`src/u8fnc_pkg.sv`:
```
// Shared types, constants and the whitespace helper function for the UTF-8 file-name checker.
package u8fnc_pkg;

  // Verdict codes carried on the result channel.
  typedef enum logic [2:0] {
    RSN_OK        = 3'd0,
    RSN_EMPTY     = 3'd1,
    RSN_DOTS      = 3'd2,
    RSN_MALFORMED = 3'd3,
    RSN_FORBIDDEN = 3'd4,
    RSN_BLANK     = 3'd5
  } reason_t;

  localparam int CpW = 21;

  localparam logic [7:0] ByteNul   = 8'h00;
  localparam logic [7:0] ByteDot   = 8'h2E;
  localparam logic [7:0] ByteSlash = 8'h2F;
  localparam logic [7:0] ByteBslsh = 8'h5C;
  localparam logic [7:0] Lead2Lo   = 8'hC2;
  localparam logic [7:0] Lead2Hi   = 8'hDF;
  localparam logic [7:0] Lead3Lo   = 8'hE0;
  localparam logic [7:0] Lead3Hi   = 8'hEF;
  localparam logic [7:0] Lead4Lo   = 8'hF0;
  localparam logic [7:0] Lead4Hi   = 8'hF4;
  localparam logic [7:0] LeadSurr  = 8'hED;

  // Per-name scan state, carried between items.
  typedef struct packed {
    logic [1:0]     pend;        // continuation bytes still expected
    logic [CpW-1:0] cp;          // codepoint assembled so far
    logic [7:0]     lead;        // lead byte of the open sequence
    logic           second_due;  // next byte is the range-checked second byte
    logic [1:0]     seen;        // byte count, saturating at three
    logic           all_dots;
    logic           visible;
    reason_t        err;         // first error, sticky
  } scan_state_t;

  localparam scan_state_t ScanReset = '{
    pend:       2'd0,
    cp:         '0,
    lead:       8'd0,
    second_due: 1'b0,
    seen:       2'd0,
    all_dots:   1'b1,
    visible:    1'b0,
    err:        RSN_OK
  };

  // Unicode whitespace set, plus the C0 control codepoints, used for the blank-name test.
  function automatic logic is_space_cp(input logic [CpW-1:0] cp);
    is_space_cp = (cp <= 21'h20) || (cp == 21'h85) || (cp == 21'hA0) ||
                  (cp == 21'h1680) || (cp >= 21'h2000 && cp <= 21'h200A) ||
                  (cp == 21'h2028) || (cp == 21'h2029) || (cp == 21'h202F) ||
                  (cp == 21'h205F) || (cp == 21'h3000);
  endfunction

endpackage

```
`src/u8fnc_step.sv`:
```
// Combinational next-state and verdict logic for one name byte.
module u8fnc_step (
  input  u8fnc_pkg::scan_state_t st,
  input  logic [7:0]             name_byte,
  input  logic                   is_last,
  input  logic                   is_empty,
  output u8fnc_pkg::scan_state_t st_nxt,
  output logic                   emit,
  output u8fnc_pkg::reason_t     reason
);
  import u8fnc_pkg::*;

  scan_state_t    tk;
  logic [CpW-1:0] cp_ext;
  logic           bad_second;

  assign cp_ext = {st.cp[CpW-7:0], name_byte[5:0]};

  // The second byte of some sequences has a narrowed range: this rules out
  // overlong three- and four-byte forms, surrogates and codepoints past the
  // Unicode limit.
  assign bad_second = (st.lead == Lead3Lo  && name_byte < 8'hA0) ||
                      (st.lead == LeadSurr && name_byte >= 8'hA0) ||
                      (st.lead == Lead4Lo  && name_byte < 8'h90) ||
                      (st.lead == Lead4Hi  && name_byte >= 8'h90);

  always_comb begin
    tk = st;
    if (!is_empty) begin
      if (st.seen != 2'd3) begin
        tk.seen = st.seen + 2'd1;
      end
      if (name_byte != ByteDot) begin
        tk.all_dots = 1'b0;
      end
      if (st.err == RSN_OK) begin
        if (st.pend == 2'd0) begin
          if (!name_byte[7]) begin
            if (name_byte == ByteNul || name_byte == ByteSlash || name_byte == ByteBslsh) begin
              tk.err = RSN_FORBIDDEN;
            end else if (!is_space_cp({13'd0, name_byte})) begin
              tk.visible = 1'b1;
            end
          end else if (name_byte >= Lead2Lo && name_byte <= Lead2Hi) begin
            tk.pend       = 2'd1;
            tk.cp         = {16'd0, name_byte[4:0]};
            tk.lead       = name_byte;
            tk.second_due = 1'b1;
          end else if (name_byte >= Lead3Lo && name_byte <= Lead3Hi) begin
            tk.pend       = 2'd2;
            tk.cp         = {17'd0, name_byte[3:0]};
            tk.lead       = name_byte;
            tk.second_due = 1'b1;
          end else if (name_byte >= Lead4Lo && name_byte <= Lead4Hi) begin
            tk.pend       = 2'd3;
            tk.cp         = {18'd0, name_byte[2:0]};
            tk.lead       = name_byte;
            tk.second_due = 1'b1;
          end else begin
            tk.err = RSN_MALFORMED;
          end
        end else if (name_byte[7:6] != 2'b10) begin
          tk.err = RSN_MALFORMED;
        end else if (st.second_due && bad_second) begin
          tk.second_due = 1'b0;
          tk.err        = RSN_MALFORMED;
        end else begin
          tk.second_due = 1'b0;
          tk.cp         = cp_ext;
          tk.pend       = st.pend - 2'd1;
          if (st.pend == 2'd1 && !is_space_cp(cp_ext)) begin
            tk.visible = 1'b1;
          end
        end
      end
    end

    emit = is_empty || is_last;

    if (tk.seen == 2'd0) begin
      reason = RSN_EMPTY;
    end else if (tk.all_dots && tk.seen <= 2'd2) begin
      reason = RSN_DOTS;
    end else if (tk.err != RSN_OK) begin
      reason = tk.err;
    end else if (tk.pend != 2'd0) begin
      reason = RSN_MALFORMED;
    end else if (!tk.visible) begin
      reason = RSN_BLANK;
    end else begin
      reason = RSN_OK;
    end

    // A closed name leaves the scanner clean for the next one.
    st_nxt = emit ? ScanReset : tk;
  end

endmodule

```
`config.mk`:
```
export PLATFORM = sky130hd
export DESIGN_NAME = u8fnc_step
export DESIGN_NICKNAME = d
export VERILOG_FILES = /design/src/u8fnc_pkg.sv /design/src/u8fnc_step.sv
export SDC_FILE = /design/constraint.sdc
export NUM_CORES = 1
export LEC_CHECK = 0
export ABC_CLOCK_PERIOD_IN_PS = 5300
export BUFFER_PORTS_ARGS = -buffer_cell sky130_fd_sc_hd__buf_2
export CAP_MARGIN = 0
export CORE_MARGIN = 2
export CORE_UTILIZATION = 35
export DETAILED_ROUTE_END_ITERATION = 10
export GPL_TIMING_DRIVEN = 0
export PLACE_DENSITY = 0.67
export REMOVE_ABC_BUFFERS = 1
export SETUP_SLACK_MARGIN = 0.5
export SYNTH_ARGS = -nofsm -noshare
export SYNTH_HDL_FRONTEND = slang
export SYNTH_SLANG_ARGS = --single-unit
```
`constraint.sdc`:
```
create_clock -name vclk -period 5.3
set_input_delay 0.795 -clock vclk [all_inputs]
set_output_delay 0.795 -clock vclk [all_outputs]
set_load 0.03 [all_outputs]
```
==> impl_metrics.tcl <==
set metrics [dict create \
    dr_total_vias 2067 \
    setup_viol 0 \
    swShare_pct 65.8 \
    rsz0062_at_grt "false" \
    seq_area_frac_synth_pct 0 \
    core_area_mm2 0.00374 \
    synth.cell_area_mm2 0.00139 \
    netlist_instances 235 \
    startpoint_type "input pin" \
    synthTopCellsByArea "nor2_1 (12%), a22oi_1 (8.6%), a21oi_1 (5.7%), nand2_1 (5.4%), nor4_1 (3.1%)" \
    regArea_um2 0 \
    portBuffers 92 \
    intPower_w 0.0000529 \
    firstDrtPassIters 5 \
    final_cells 358 \
    fillers 425 \
    fin_util_pct 49.3 \
    grt-ovfl-total 0 \
    grt_max_degree 37 \
    antenna_found_initial 0 \
    preCtsSetupSlack_ns 1.22 \
    critPathTopFamily "compound AO/OA/AOI/OAI gates" \
    relSlewSlack_pct 36.1 \
    dp.cells 358 \
    flops_and_latches 0 \
    syn_to_final_growth_pct 32.4 \
    worst_path_largest_cell_delay_ns 0.60 \
    cap_violations 0 \
    critPathLaunch "st[1]" \
    cp-end-kind "output pin" \
    drc 0 \
    cp_max_fo 18 \
    grt_usage_pct 22.0 \
    postCtsHoldBufs 0 \
    tightest_slew_ns 0.953 \
    peakVddDrop_mv 0.0406 \
    nClkBuffers 0 \
    hp-class "input pin to output pin" \
    critPathKind "input pin to output pin" \
    start_util_pct 37.2 \
    dieArea_mm2 0.00450 \
    dpl.hpwl_um 3820 \
    cp_num_buf_inv 3 \
    diodes 0 \
    synth.avg_cell_area_um2 5.93 \
    layout_setup_ws_ns 1.22 \
    place_area_mm2 0.00185 \
    leakage_nw 0.890 \
    drtAntennaViolNets 0 \
    crit_top_cell "buf_2" \
    clockPowerShare_pct 0 \
    cp.arrival_ns 3.29 \
    min_period_ns 4.08 \
    drt-total-wl_um 4910 \
    pwr-share-seq_pct 0 \
    slew_violations 0 \
    synth_top_area_cell "nor2_1" \
    crit_required_ns 4.51 \
    fp.dieH_um 67.1 \
    ys_warn_count 0 \
    dieWidth_um 67.1 \
    wl_per_cell_um 13.7 \
    drive_gt1_share_pct 33.9 \
    row_count 22 \
    yosysTopAreaCellShare_pct 12.4 \
    place_congestion 0.876 \
    yosysUniqueCellTypes 53 \
    path_cells "buf_2 > nor4_2 > buf_4 > nand2_1 > a21oi_2 > a211oi_1 > a211o_1 > a31oi_1 > buf_2" \
    cp.depth 9 \
    power_density_mw_per_mm2 83.8 \
    grt_pass1_vias 1879 \
    net-switching-power_w 0.000102 \
    hold_violations 0 \
    crit_end "reason[1]" \
    crit_slowest_cell "a21oi_2" \
    grt_pass1_wl_um 8140 \
    drt-initial-drc-count 144 \
    fmax_mhz 245 \
    io_pins 92 \
    final_area_mm2 0.00185 \
    combinationalPowerShare_pct 100.0 \
    outcome "finished, final reports clean" \
    cts_resized 0 \
    num-nets-final 363 \
    fin_tns_setup_ns 0 \
    vias_per_cell 5.77 \
    cts_setup_buffers 0 \
    finalCritPeriodShare_pct 77.0 \
]
[cell usage after synthesis (5+ instances only)]
library cell / n
o31ai_1: 5
o21ai_0: 7
inv_1: 9
nor3_1: 6
nand2_1: 20
nor2b_1: 5
nor4_1: 7
buf_2: 6
nand3_1: 7
nand4_1: 6
a31oi_1: 5
nor2_1: 46
clkbuf_1: 11
nand2b_1: 6
a22oi_1: 16
a21oi_1: 16
[per-layer routing]
layer  wire, um  GRT usage (%)  vias to the layer above
met5          0              0                        -
met4          0           1.79                        0
met1       2230           29.6                      946
met2       2330           40.2                       84
met3        349          0.845                        0
li1           -              -                     1037
[kinds of logic after synthesis]
family | share of synthesized area (%)
mux | 2.15
fa+ha+maj | 1.80
compound gates | 43.0
simple gates | 44.4
buf+inv | 8.62
[stage by stage]
step / power [W] / hold WS, ns
3_3_place_gp: 0.000152 / 1.91
6_report: 0.000155 / 1.91
5_1_grt: 0.000170 / 1.94
2_1_floorplan: 0.0000912 / 1.77
4_1_cts: 0.000154 / 1.92
3_5_place_dp: 0.000154 / 1.92
[worst min-delay path by stage]
stage | slack (ns) | start | cells past startpoint | endpoint
6_report | 1.91 | st[5] | 3 | st_nxt[5]
4_1_cts | 1.92 | st[5] | 3 | st_nxt[5]
2_1_floorplan | 1.77 | st[5] | 1 | st_nxt[5]
3_5_place_dp | 1.92 | st[5] | 3 | st_nxt[5]
3_3_place_gp | 1.91 | st[5] | 3 | st_nxt[5]
5_1_grt | 1.94 | st[5] | 3 | st_nxt[5]
[cell type report]
cell class         count  area [um2]  share of cell area (%)
inverters             10        37.5                    2.03
multi-input cells    207        1280                    69.4
well taps             48        60.1                    3.25
repair buffers        93         468                    25.4
[power groups by stage]
stage | logic, W | clock network, W | registers [W]
2_1_floorplan | 0.0000912 | 0 | 0
3_3_place_gp | 0.000152 | 0 | 0
3_5_place_dp | 0.000154 | 0 | 0
4_1_cts | 0.000154 | 0 | 0
5_1_grt | 0.000170 | 0 | 0
6_report | 0.000155 | 0 | 0
[placed cells by master, fill, tap and decap left out, drive strengths merged, types with 4 or more instances in the layout]
master  synthesis  layout
nand2b          6       6
nand4           6       6
or4             4       4
nor2b           5       5
nor3            6       6
a31oi           5       5
nand2          20      20
o21ai          10      10
inv             9       9
a22oi          16      16
nor4            8       8
nand3           7       7
buf             7      93
nor2           46      46
o31ai           5       5
a21oi          18      18
No activity file was read; power rests on OpenSTA's default activity.
